--- config.mk ---
export PLATFORM = sky130hd
export DESIGN_NAME = linear_keyframe_strip
export DESIGN_NICKNAME = d
export VERILOG_FILES = /design/src/lkfs_pkg.sv /design/src/lkfs_lane.sv /design/src/lkfs_merge.sv /design/src/lkfs_queue.sv /design/src/linear_keyframe_strip.sv
export VERILOG_INCLUDE_DIRS = /design/src /design/src/src
export SDC_FILE = /design/constraint.sdc
export NUM_CORES = 2
export LEC_CHECK = 0
export ABC_AREA = 1
export BUFFER_PORTS_ARGS = -buffer_cell sky130_fd_sc_hd__buf_4
export CAP_MARGIN = 20
export CORE_ASPECT_RATIO = 1.25
export CORE_MARGIN = 2
export CORE_UTILIZATION = 45
export CTS_CLUSTER_DIAMETER = 30
export DETAILED_ROUTE_END_ITERATION = 10
export GPL_TIMING_DRIVEN = 0
export PLACE_DENSITY = 0.64
export SLEW_MARGIN = 0
export SYNTH_ARGS = -nofsm -noshare
export SYNTH_HDL_FRONTEND = slang
export SYNTH_SLANG_ARGS = --single-unit
--- constraint.sdc ---
create_clock -name clock -period 17.2 [get_ports clock]
set_input_delay 2.58 -clock clock [delete_from_list [all_inputs] [get_ports clock]]
set_output_delay 2.58 -clock clock [all_outputs]
set_load 0.005 [all_outputs]
--- src/linear_keyframe_strip_assert.svh ---
// Assertion helpers shared by the keyframe strip RTL.
`ifndef LINEAR_KEYFRAME_STRIP_ASSERT_SVH
`define LINEAR_KEYFRAME_STRIP_ASSERT_SVH

// Same-cycle implication, checked outside reset.
`define LKFS_ASSERT_IMPLIES(label, clk, rst, ante, cons) \
   label: assert property (@(posedge clk) disable iff (rst) (ante) |-> (cons)) \
      else $error("lkfs assertion failed");

// Next-cycle implication, checked outside reset.
`define LKFS_ASSERT_NEXT(label, clk, rst, ante, cons) \
   label: assert property (@(posedge clk) disable iff (rst) (ante) |=> (cons)) \
      else $error("lkfs assertion failed");

`endif

--- src/lkfs_pkg.sv ---
package lkfs_pkg;

   localparam int MaxSamples      = 65536;
   localparam int CompWidth       = 16;
   localparam int CountWidth      = 16;
   localparam int FlatWidth       = 15;
   localparam int RatioWidth      = 10;
   localparam int CsrIndexWidth   = 2;
   localparam int CsrDataWidth    = 15;
   localparam int QueueDepth      = 8;
   localparam int QueuePtrWidth   = $clog2(QueueDepth);
   localparam int QueueCountWidth = $clog2(QueueDepth + 1);

   localparam logic [CountWidth-1:0] IndexMax = CountWidth'(MaxSamples - 1);
   localparam logic [CountWidth-1:0] CountMax = '1;

   localparam logic [CsrIndexWidth-1:0] CSR_FLAT_TOLERANCE  = 2'd0;
   localparam logic [CsrIndexWidth-1:0] CSR_RATIO_TOLERANCE = 2'd1;

   localparam logic [FlatWidth-1:0]  FlatReset  = 15'd3;
   localparam logic [RatioWidth-1:0] RatioReset = 10'd5;

   typedef struct packed {
      logic signed [CompWidth-1:0] w;
      logic signed [CompWidth-1:0] z;
      logic signed [CompWidth-1:0] y;
      logic signed [CompWidth-1:0] x;
   } sample_type;

   typedef struct packed {
      logic [CountWidth-1:0] index;
      sample_type            sample;
      logic                  last;
   } key_type;

   // Window snapshot of one accepted request
   typedef struct packed {
      logic                  valid;
      logic [CountWidth-1:0] pos;
      logic                  last;
      sample_type            older;
      sample_type            middle;
      sample_type            cur;
   } stage_type;

   // Up to two keys per request, first slot goes out first
   typedef struct packed {
      logic    a_valid;
      key_type a;
      logic    b_valid;
      key_type b;
   } push_type;

   function automatic logic [CountWidth-1:0] clamp_index(input logic [CountWidth-1:0] pos);
      clamp_index = (pos > IndexMax) ? IndexMax : pos;
   endfunction

endpackage

--- src/lkfs_lane.sv ---
module lkfs_lane (
   input  logic signed [lkfs_pkg::CompWidth-1:0] lo,
   input  logic signed [lkfs_pkg::CompWidth-1:0] mid,
   input  logic signed [lkfs_pkg::CompWidth-1:0] hi,
   input  logic [lkfs_pkg::FlatWidth-1:0]        flat_tolerance,
   input  logic [lkfs_pkg::RatioWidth-1:0]       ratio_tolerance,
   output logic                                  hit
);

   localparam int DW = lkfs_pkg::CompWidth + 1;
   localparam int EW = lkfs_pkg::CompWidth + 3;
   localparam int PW = EW - 1 + 9;

   logic signed [DW-1:0] diff;
   logic [DW-1:0]        diff_abs_wide;
   logic [DW-2:0]        diff_abs;
   logic signed [EW-1:0] dev;
   logic [EW-1:0]        dev_abs_wide;
   logic [EW-2:0]        dev_abs;
   logic [PW-1:0]        dev_scaled;
   logic [PW-1:0]        allowed;
   logic                 outer_apart;

   // dev = 2*(lo - mid) - (lo - hi) = lo - 2*mid + hi
   assign diff          = DW'(lo) - DW'(hi);
   assign diff_abs_wide = diff[DW-1] ? DW'(-diff) : DW'(diff);
   assign diff_abs      = diff_abs_wide[DW-2:0];
   assign dev           = EW'(lo) - (EW'(mid) <<< 1) + EW'(hi);
   assign dev_abs_wide  = dev[EW-1] ? EW'(-dev) : EW'(dev);
   assign dev_abs       = dev_abs_wide[EW-2:0];
   assign dev_scaled    = {dev_abs, 9'b0};
   assign allowed       = PW'(ratio_tolerance * diff_abs);
   assign outer_apart   = diff_abs > (DW-1)'(flat_tolerance);
   assign hit           = outer_apart && (dev_scaled > allowed);

endmodule

--- src/lkfs_merge.sv ---
module lkfs_merge (
   input  lkfs_pkg::stage_type stage,
   input  logic [2:0]          lane_hit,
   output lkfs_pkg::push_type  push
);

   logic                    pos_zero;
   logic                    pos_one;
   logic                    middle_key;
   logic                    final_key;
   lkfs_pkg::sample_type    prev;

   assign pos_zero   = stage.pos == '0;
   assign pos_one    = stage.pos == lkfs_pkg::CountWidth'(1);
   assign middle_key = !pos_zero && !pos_one && (|lane_hit);
   // previous sample is the older one on the second request, else the middle
   assign prev       = pos_one ? stage.older : stage.middle;
   assign final_key  = stage.last && !pos_zero && (stage.cur != prev);

   always_comb begin
      push.a_valid      = stage.valid && (pos_zero || middle_key);
      push.a.index      = pos_zero ? '0 : lkfs_pkg::clamp_index(stage.pos - 1'b1);
      push.a.sample     = pos_zero ? stage.cur : stage.middle;
      push.a.last       = stage.last && !final_key;
      push.b_valid      = stage.valid && final_key;
      push.b.index      = lkfs_pkg::clamp_index(stage.pos);
      push.b.sample     = stage.cur;
      push.b.last       = 1'b1;
   end

endmodule

--- src/lkfs_queue.sv ---
module lkfs_queue (
   input  logic                                  clock,
   input  logic                                  reset,
   input  lkfs_pkg::push_type                    push,
   input  logic                                  pop,
   output logic                                  head_valid,
   output lkfs_pkg::key_type                     head,
   output logic [lkfs_pkg::QueueCountWidth-1:0]  count
);

   localparam int PW = lkfs_pkg::QueuePtrWidth;
   localparam int CW = lkfs_pkg::QueueCountWidth;

   lkfs_pkg::key_type entry_ff [lkfs_pkg::QueueDepth];
   logic [PW-1:0]     wr_ff, wr_in;
   logic [PW-1:0]     rd_ff, rd_in;
   logic [CW-1:0]     count_ff, count_in;
   logic              push_first;
   logic              push_second;
   lkfs_pkg::key_type first;
   logic [1:0]        push_num;

   assign push_first  = push.a_valid || push.b_valid;
   assign push_second = push.a_valid && push.b_valid;
   assign first       = push.a_valid ? push.a : push.b;
   assign push_num    = {1'b0, push.a_valid} + {1'b0, push.b_valid};

   assign wr_in    = wr_ff + PW'(push_num);
   assign rd_in    = rd_ff + PW'(pop);
   assign count_in = count_ff + CW'(push_num) - CW'(pop);

   always_ff @(posedge clock) begin
      if (reset) begin
         wr_ff    <= '0;
         rd_ff    <= '0;
         count_ff <= '0;
      end else begin
         wr_ff    <= wr_in;
         rd_ff    <= rd_in;
         count_ff <= count_in;
      end
   end

   always_ff @(posedge clock) begin
      if (push_first) begin
         entry_ff[wr_ff] <= first;
      end
      if (push_second) begin
         entry_ff[wr_ff + 1'b1] <= push.b;
      end
   end

   assign head_valid = count_ff != '0;
   assign head       = entry_ff[rd_ff];
   assign count      = count_ff;

endmodule

--- src/linear_keyframe_strip.sv ---
// Channel  | Handshake             | Payload
// req      | req_valid, req_stall  | sample x/y/z/w, last_sample
// rsp      | rsp_valid, rsp_stall  | key_index, key x/y/z/w, last_key
// csr      | csr_write_enable      | csr_index, csr_write_data
//
// A request's keys (zero to two) enter the result queue in the cycle after it is
// taken; the single result port drains one key a cycle while rsp_stall is low.
// Requests go in one per cycle while queued keys plus two for a staged request
// stay at six or fewer, so a stream of two-key requests is held back by req_stall.
// Synchronous reset clears the track position, window and queue and loads the
// tolerances with 3 and 5; rsp_stall only holds the queue head.
`include "linear_keyframe_strip_assert.svh"

module linear_keyframe_strip (
   input  logic                                    clock,
   input  logic                                    reset,
   input  logic                                    req_valid,
   output logic                                    req_stall,
   input  logic signed [lkfs_pkg::CompWidth-1:0]   req_sample_x,
   input  logic signed [lkfs_pkg::CompWidth-1:0]   req_sample_y,
   input  logic signed [lkfs_pkg::CompWidth-1:0]   req_sample_z,
   input  logic signed [lkfs_pkg::CompWidth-1:0]   req_sample_w,
   input  logic                                    req_last_sample,
   output logic                                    rsp_valid,
   input  logic                                    rsp_stall,
   output logic [lkfs_pkg::CountWidth-1:0]         rsp_key_index,
   output logic signed [lkfs_pkg::CompWidth-1:0]   rsp_key_x,
   output logic signed [lkfs_pkg::CompWidth-1:0]   rsp_key_y,
   output logic signed [lkfs_pkg::CompWidth-1:0]   rsp_key_z,
   output logic signed [lkfs_pkg::CompWidth-1:0]   rsp_key_w,
   output logic                                    rsp_last_key,
   input  logic                                    csr_write_enable,
   input  logic [lkfs_pkg::CsrIndexWidth-1:0]      csr_index,
   input  logic [lkfs_pkg::CsrDataWidth-1:0]       csr_write_data
);

   localparam int CW = lkfs_pkg::QueueCountWidth;

   logic [lkfs_pkg::FlatWidth-1:0]  flat_ff, flat_in;
   logic [lkfs_pkg::RatioWidth-1:0] ratio_ff, ratio_in;
   logic [lkfs_pkg::CountWidth-1:0] count_ff, count_in;
   lkfs_pkg::sample_type            older_ff, older_in;
   lkfs_pkg::sample_type            middle_ff, middle_in;
   logic                            stage_valid_ff, stage_valid_in;
   lkfs_pkg::stage_type             stage_ff, stage_in;
   lkfs_pkg::sample_type            cur;
   lkfs_pkg::push_type              push;
   lkfs_pkg::key_type               head;
   logic [CW-1:0]                   queue_count;
   logic [CW:0]                     committed;
   logic [2:0]                      lane_hit;
   logic                            req_accept;
   logic                            rsp_accept;
   lkfs_pkg::stage_type             stage;

   assign cur = '{w: req_sample_w, z: req_sample_z, y: req_sample_y, x: req_sample_x};

   // keys already queued plus two reserved for a valid stage, which pushes up to two next edge
   assign committed  = {1'b0, queue_count} + (stage_valid_ff ? (CW+1)'(2) : '0);
   assign req_stall  = committed > (CW+1)'(lkfs_pkg::QueueDepth - 2);
   assign req_accept = req_valid && !req_stall;
   assign rsp_accept = rsp_valid && !rsp_stall;

   always_comb begin
      flat_in  = flat_ff;
      ratio_in = ratio_ff;
      if (csr_write_enable) begin
         case (csr_index)
            lkfs_pkg::CSR_FLAT_TOLERANCE:  flat_in  = csr_write_data[lkfs_pkg::FlatWidth-1:0];
            lkfs_pkg::CSR_RATIO_TOLERANCE: ratio_in = csr_write_data[lkfs_pkg::RatioWidth-1:0];
            default: ;
         endcase
      end
   end

   always_comb begin
      count_in       = count_ff;
      older_in       = older_ff;
      middle_in      = middle_ff;
      stage_valid_in = req_accept;
      stage_in       = '{valid: 1'b1, pos: count_ff, last: req_last_sample,
                         older: older_ff, middle: middle_ff, cur: cur};
      if (req_accept) begin
         // slide the window
         if (count_ff == '0) begin
            older_in = cur;
         end else if (count_ff == lkfs_pkg::CountWidth'(1)) begin
            middle_in = cur;
         end else begin
            older_in  = middle_ff;
            middle_in = cur;
         end
         if (req_last_sample) begin
            count_in = '0;
         end else if (count_ff != lkfs_pkg::CountMax) begin
            count_in = count_ff + 1'b1;
         end
      end
   end

   always_ff @(posedge clock) begin
      if (reset) begin
         flat_ff        <= lkfs_pkg::FlatReset;
         ratio_ff       <= lkfs_pkg::RatioReset;
         count_ff       <= '0;
         older_ff       <= '0;
         middle_ff      <= '0;
         stage_valid_ff <= 1'b0;
      end else begin
         flat_ff        <= flat_in;
         ratio_ff       <= ratio_in;
         count_ff       <= count_in;
         older_ff       <= older_in;
         middle_ff      <= middle_in;
         stage_valid_ff <= stage_valid_in;
      end
   end

   always_ff @(posedge clock) begin
      if (req_accept) begin
         stage_ff <= stage_in;
      end
   end

   always_comb begin
      stage       = stage_ff;
      stage.valid = stage_valid_ff;
   end

   lkfs_lane u_lane_x (
      .lo              (stage_ff.older.x),
      .mid             (stage_ff.middle.x),
      .hi              (stage_ff.cur.x),
      .flat_tolerance  (flat_ff),
      .ratio_tolerance (ratio_ff),
      .hit             (lane_hit[0])
   );

   lkfs_lane u_lane_y (
      .lo              (stage_ff.older.y),
      .mid             (stage_ff.middle.y),
      .hi              (stage_ff.cur.y),
      .flat_tolerance  (flat_ff),
      .ratio_tolerance (ratio_ff),
      .hit             (lane_hit[1])
   );

   lkfs_lane u_lane_z (
      .lo              (stage_ff.older.z),
      .mid             (stage_ff.middle.z),
      .hi              (stage_ff.cur.z),
      .flat_tolerance  (flat_ff),
      .ratio_tolerance (ratio_ff),
      .hit             (lane_hit[2])
   );

   lkfs_merge u_merge (
      .stage    (stage),
      .lane_hit (lane_hit),
      .push     (push)
   );

   lkfs_queue u_queue (
      .clock      (clock),
      .reset      (reset),
      .push       (push),
      .pop        (rsp_accept),
      .head_valid (rsp_valid),
      .head       (head),
      .count      (queue_count)
   );

   assign rsp_key_index = head.index;
   assign rsp_key_x     = head.sample.x;
   assign rsp_key_y     = head.sample.y;
   assign rsp_key_z     = head.sample.z;
   assign rsp_key_w     = head.sample.w;
   assign rsp_last_key  = head.last;

   `LKFS_ASSERT_IMPLIES(a_stage_has_room, clock, reset, stage_valid_ff, queue_count <= CW'(lkfs_pkg::QueueDepth - 2))
   `LKFS_ASSERT_NEXT(a_last_restarts_track, clock, reset, req_accept && req_last_sample, count_ff == '0)
   `LKFS_ASSERT_NEXT(a_first_sample_kept, clock, reset, req_accept && count_ff == '0, push.a_valid && push.a.index == '0)

endmodule

# Yosys cells after proc, flatten, opt, wreduce, memory -nomap -nowiden
# Memories as Yosys holds them, arrays and structs flattened. A register that Yosys moved wholly into a read port is not among the register bits.
# Cells that the tools add are included.
# totals
output_inout_bits	83
n_memories	1
mem_bits_rw	648
inputBits	87
ff_bits	389
elab_cells	126
# memory_table
memory	words	width	read_ports	rd_clocked_by_memory_dff	wr	line_no	text
u_queue.entry_ff	8	81	1	1	2	lkfs_queue.sv:14	lkfs_pkg::key_type entry_ff [lkfs_pkg::QueueDepth];
# op_classes
mux	22
reduce_logical	31
n_bitwise	1
n_mul	3
eq_ne	6
magnitude_cmp	9
addsub	24
# ops
op	count
64-bit 2-to-1 mux	4
16-bit 2-to-1 mux	8
27-bit by 26-bit greater-than comparator with 1-bit output	3
81-bit 2-to-1 mux	1
10-bit by 16-bit multiplier with 26-bit output	3
64-bit inequality test	1
18-bit by 16-bit adder with 19-bit output	3
18-bit 2-to-1 mux	3
18-bit negator	3
16-bit by 17-bit subtractor with 18-bit output	3
16-bit by 16-bit subtractor with 17-bit output	3
16-bit by 15-bit greater-than comparator with 1-bit output	3
16-bit negator	3
16-bit by 1-bit == test with 1-bit output (second input constant)	2
16-bit greater-than comparator (second input constant)	2
16-bit zero test	2
16-bit by 1-bit adder with 16-bit output (second input constant)	1
16-bit inequality test (second input constant)	1
16-bit by 1-bit subtractor with 16-bit output (second input constant)	1
1-bit logical AND	13
2-bit AND reduction	5
4-bit by 2-bit adder with 5-bit output	1
5-bit by 3-bit greater-than comparator with 1-bit output (second input constant)	1
1-bit zero test	5
17 further kinds	21

# Logic depth before layout (Yosys ltp)
# depth
depth_word	13
ltp_mapped	76
ltp_nobuf	74

# By module
# Synthesis repeated with hierarchy kept, for this count alone.
# hier_totals
cells_unflattened	12002
area_unflattened_um2	86854.6
# modules_own_cells
module	seq_area_each_um2	cells_each	n_inst	area_each_um2
lkfs_queue	19658.9	5464	1	40535.1
linear_keyframe_strip	9679.3	1399	1	14022.2
lkfs_lane at u_lane_z	0.0	1425	1	9449.1
lkfs_lane at u_lane_y	0.0	1426	1	9389.0
lkfs_lane at u_lane_x	0.0	1398	1	9326.4
lkfs_merge	0.0	890	1	4132.7

# Worst setup path after synthesis
# OpenSTA, ideal clock, no wires.
# synth_timing
kind	reg2reg
startpoint	reg stage_ff (netlist bit stage[33])
endpoint	mem u_queue.entry_ff[3][0] in the netlist's numbering
synth_period_minus_slack_ps	13982
setup_time_ps	56
n_path_buf	2
stages_incl_launch_ff	65
arrival_time_ps	13926
setup_slack_ps	3218
path_cell_list	edfxtp_1 -> clkbuf_1 -> inv_1 -> fa_1 -> nand3_1 -> nand2_1 -> a21oi_1 -> or2_1 -> nand2_1 -> nand2_1 -> nand3_1 -> nand2_1 -> nand2_1 -> or2_2 -> xor2_1 -> inv_1 -> nand2_1 -> fa_1 -> [29 not listed] -> a21oi_1 -> o21bai_1 -> nand2_1 -> nand2_1 -> nand3_1 -> nand2_1 -> nand2_4 -> nand2_8 -> buf_6 -> inv_1 -> ha_1 -> inv_1 -> nor2_1 -> clkinv_1 -> o22ai_1 -> or2_2 -> nand2_1 -> inv_1
# synth_lines
element	line_no	text
start: declaration	linear_keyframe_strip.sv:45	lkfs_pkg::stage_type stage_ff, stage_in;
start signal: assignment	linear_keyframe_strip.sv:121	stage_ff <= stage_in;
end: declaration	lkfs_queue.sv:14	

==> metrics <==
outcome=finished with violations; failing checks=DRC; Slew Viols, Final=0; WP data required=17.68 ns; crit end category=register; complex-gate fraction of the synthesized area=0.0873; # placed instances=12200; RR Endpoint=u_queue.entry_ff[1][29]; # rows=170; Starting Density=0.454; routability cong.=1.01; mux contribution to synthesized area=0.00115; Post-Synth Adder-Cell Area=0.164; Setup Total Neg Slack=0 ns; gr usage total=0.320; Met3 Routed Length=26200 um; DRT Pass-1 Iters=10; cts hold-fix bufs=0; Max Fanout on Critical Path=41; Synth Flop Type=edfxtp_1; Period minus WS final=15.34 ns; Clock transition at path regs=0.05 ns; RSZ-0062 raised after global routing=false; placed cell areas=83300 um^2; sequential share of the synthesized area=0.375; synth unique cells=62; CTS Sinks=1037; Clock Skew=0.0714 ns; met1 wire length=107000 um; RR Startpoint=stage[35]; critical path's most frequent cell=nand2_1; Post-Syn Nets=10700; XOR/XNOR share of the synthesized area=0.0255; post-synth top area cell=edfxtp_1; share of cells above drive strength 1=0.0743; Finished Cell Area=90300 um^2; Root Driver=clkbuf_16; maxcap violations=0; FMAX=65.2 MHz; Post-CTS Setup Repair Bufs=0; CP arrival=15.82 ns; DR vias=71500; largest family of logic cells by synthesized area=simple AND/OR/NAND/NOR gates; Avg WL per Cell=22.8 um; area share of the largest cell type after synthesis=0.327; critical path startpoint category=register; Worst path slowest cell=xnor2_1; Antenna Nets Post-Route=0; WS Path Type=reg2reg; HPWL Detailed=222000 um; Worst-Skew Late Latency=0.87 ns; H-tree depth=4; mapped cell area=78000 um^2; Hold Path Class=reg2reg; Hold Path Sink=stage[133]; EDFF count, synth=849; die width=376 um; vias in the first global route=70300; initial antenna violation count=22; Min Hold Slack=0.415 ns; r2r setup slk=1.86 ns; Cells after Synth=9785; measured slew at the worst slew-check pin=1.23 ns; Hold Startpoint=older_ff[5]; nets=11100; CTS-repair resized insts=0; Worst slew margin=0.171; Final Non-Filler Cells=12600; Final Setup Violations=0; Avg Cell Area, Syn=7.98 um^2; full die area=177000 um^2; global-route wire length before repair=427000 um; Congestion Overflow GR=0; DR iter-0 viols=7482; Synth Area in Simple Gates=0.272; DRC violations left=3; CTS tree=built; Die Y=470 um; final WL=288000 um; top post-synthesis cells by area=edfxtp_1 33%, nand2_1 12%, fa_1 9.8%; Num CTS Buffers=202; CP max stage delay=0.85 ns; largest net degree at the start of global routing=112; hold-critical path depth=0; clk buf depth=3; Port Buf Inserts=169; highest routed layer=met5; endpoints failing hold=0; io pins=170; Yosys reg bits=1037; asr flop ratio synth=0; met2 WL=135000 um; Final period util=0.892; core area=172000 um^2; Vias per Instance=5.66; R2R cell count=66; P&R area growth vs syn=15.7%; YS warnings=0
## metal layers
| layer | vias up | track usage |
|---|---|---|
| met2 | 3558 | 0.529 |
| li1 | 33000 | - |
| met4 | 30 | 0.195 |
| met1 | 34000 | 0.380 |
| met3 | 920 | 0.0661 |
| met5 | - | 0 |
## kinds of logic after synthesis
logic type | after synthesis
DFF | 1037
AOI/OAI and AO/OA | 1252
and+or+nand+nor | 4950
buffers and inverters | 1522
xor gates and xnor gates | 226
muxes | 8
adders and majority gates | 790
## cell usage after synthesis, types with 12 or more instances
master / number
nand4_1: 64
nor3_1: 45
xnor2_1: 68
xor2_1: 157
ha_1: 407
nand3_2: 21
edfxtp_1: 849
o22ai_1: 89
o21ai_0: 618
fa_1: 383
a21oi_1: 292
buf_1: 35
clkbuf_1: 450
nand2_8: 21
nand2_1: 2509
a21boi_0: 12
inv_1: 996
nand3b_1: 20
nand2_4: 52
nand3_4: 20
dfxtp_1: 188
nand2_2: 14
nand3_1: 872
nor4_1: 17
a31oi_1: 160
nor2_1: 1269
## cell type report
type                       count  area [um^2]
clock inverter               159         1770
antenna                        5         12.5
timing repair buffer         217         2310
tap                         2236         2800
clock buffer                 226         5220
inverter                    1013         3810
sequential                  1037        29300
multi-input combinational   7226        43000
fill                       16100        81800
buffer                       509         2070
## worst max-delay path, delay by kind of cell (launching register included)
kind | cells | cell delay, ns
adder cells (fa/ha/maj) | 9 | 3.74
AND/OR/NAND/NOR | 30 | 4.85
flip-flops | 1 | 0.32
XOR/XNOR | 1 | 0.85
buffers and inverters | 17 | 3.52
AO/OA/AOI/OAI | 9 | 1.59
## how the worst max path moves through the flow
stage	startpoint	to	slack, ns	depth (start not counted)
after floorplan	stage[33]	u_queue.entry_ff[3][0]	3.22	64
after global placement	stage[35]	u_queue.entry_ff[3][0]	-3.99	66
after detailed placement	stage[35]	u_queue.entry_ff[1][33]	2.03	66
after CTS	stage[35]	u_queue.entry_ff[2][31]	1.98	64
after global routing	stage[35]	u_queue.entry_ff[1][29]	1.09	66
final	stage[35]	u_queue.entry_ff[1][29]	1.86	66
## through the flow
| stage | setup slack [ns] | util |
|---|---|---|
| after detailed placement | 2.03 | 0.484 |
| after floorplan | 3.22 | - |
| final | 1.86 | 0.525 |
| after CTS | 1.98 | 0.525 |
| after global placement | -3.99 | 0.477 |
| after global routing | 1.09 | 0.525 |
## flip-flops by register name, summed over array words and instances, names as in the netlist
signal	flops
u_queue.wr_ff	3
flat_ff	15
older_ff	64
u_queue.count	4
u_queue.entry_ff	648
u_queue.rd_ff	3
ratio_ff	10
stage_valid_ff	1
stage	209
count_ff	16
middle_ff	64
## placed cells by master, fill, tap and decap left out, drive strengths merged, types with 64 or more instances in the layout
master	synthesis	final
a21oi	294	294
a31oi	160	160
buf	56	273
clkbuf	453	679
clkinv	11	99
dfxtp	188	188
edfxtp	849	849
fa	383	383
ha	407	407
inv	1002	1033
nand2	2596	2596
nand3	913	913
nand4	64	64
nor2	1272	1272
o21ai	627	627
o22ai	89	89
xnor2	69	69
xor2	157	157
Power is left out: the tool's default activity adds up to more than one toggle a clock period on the data nets, which glitch-free logic cannot reach.
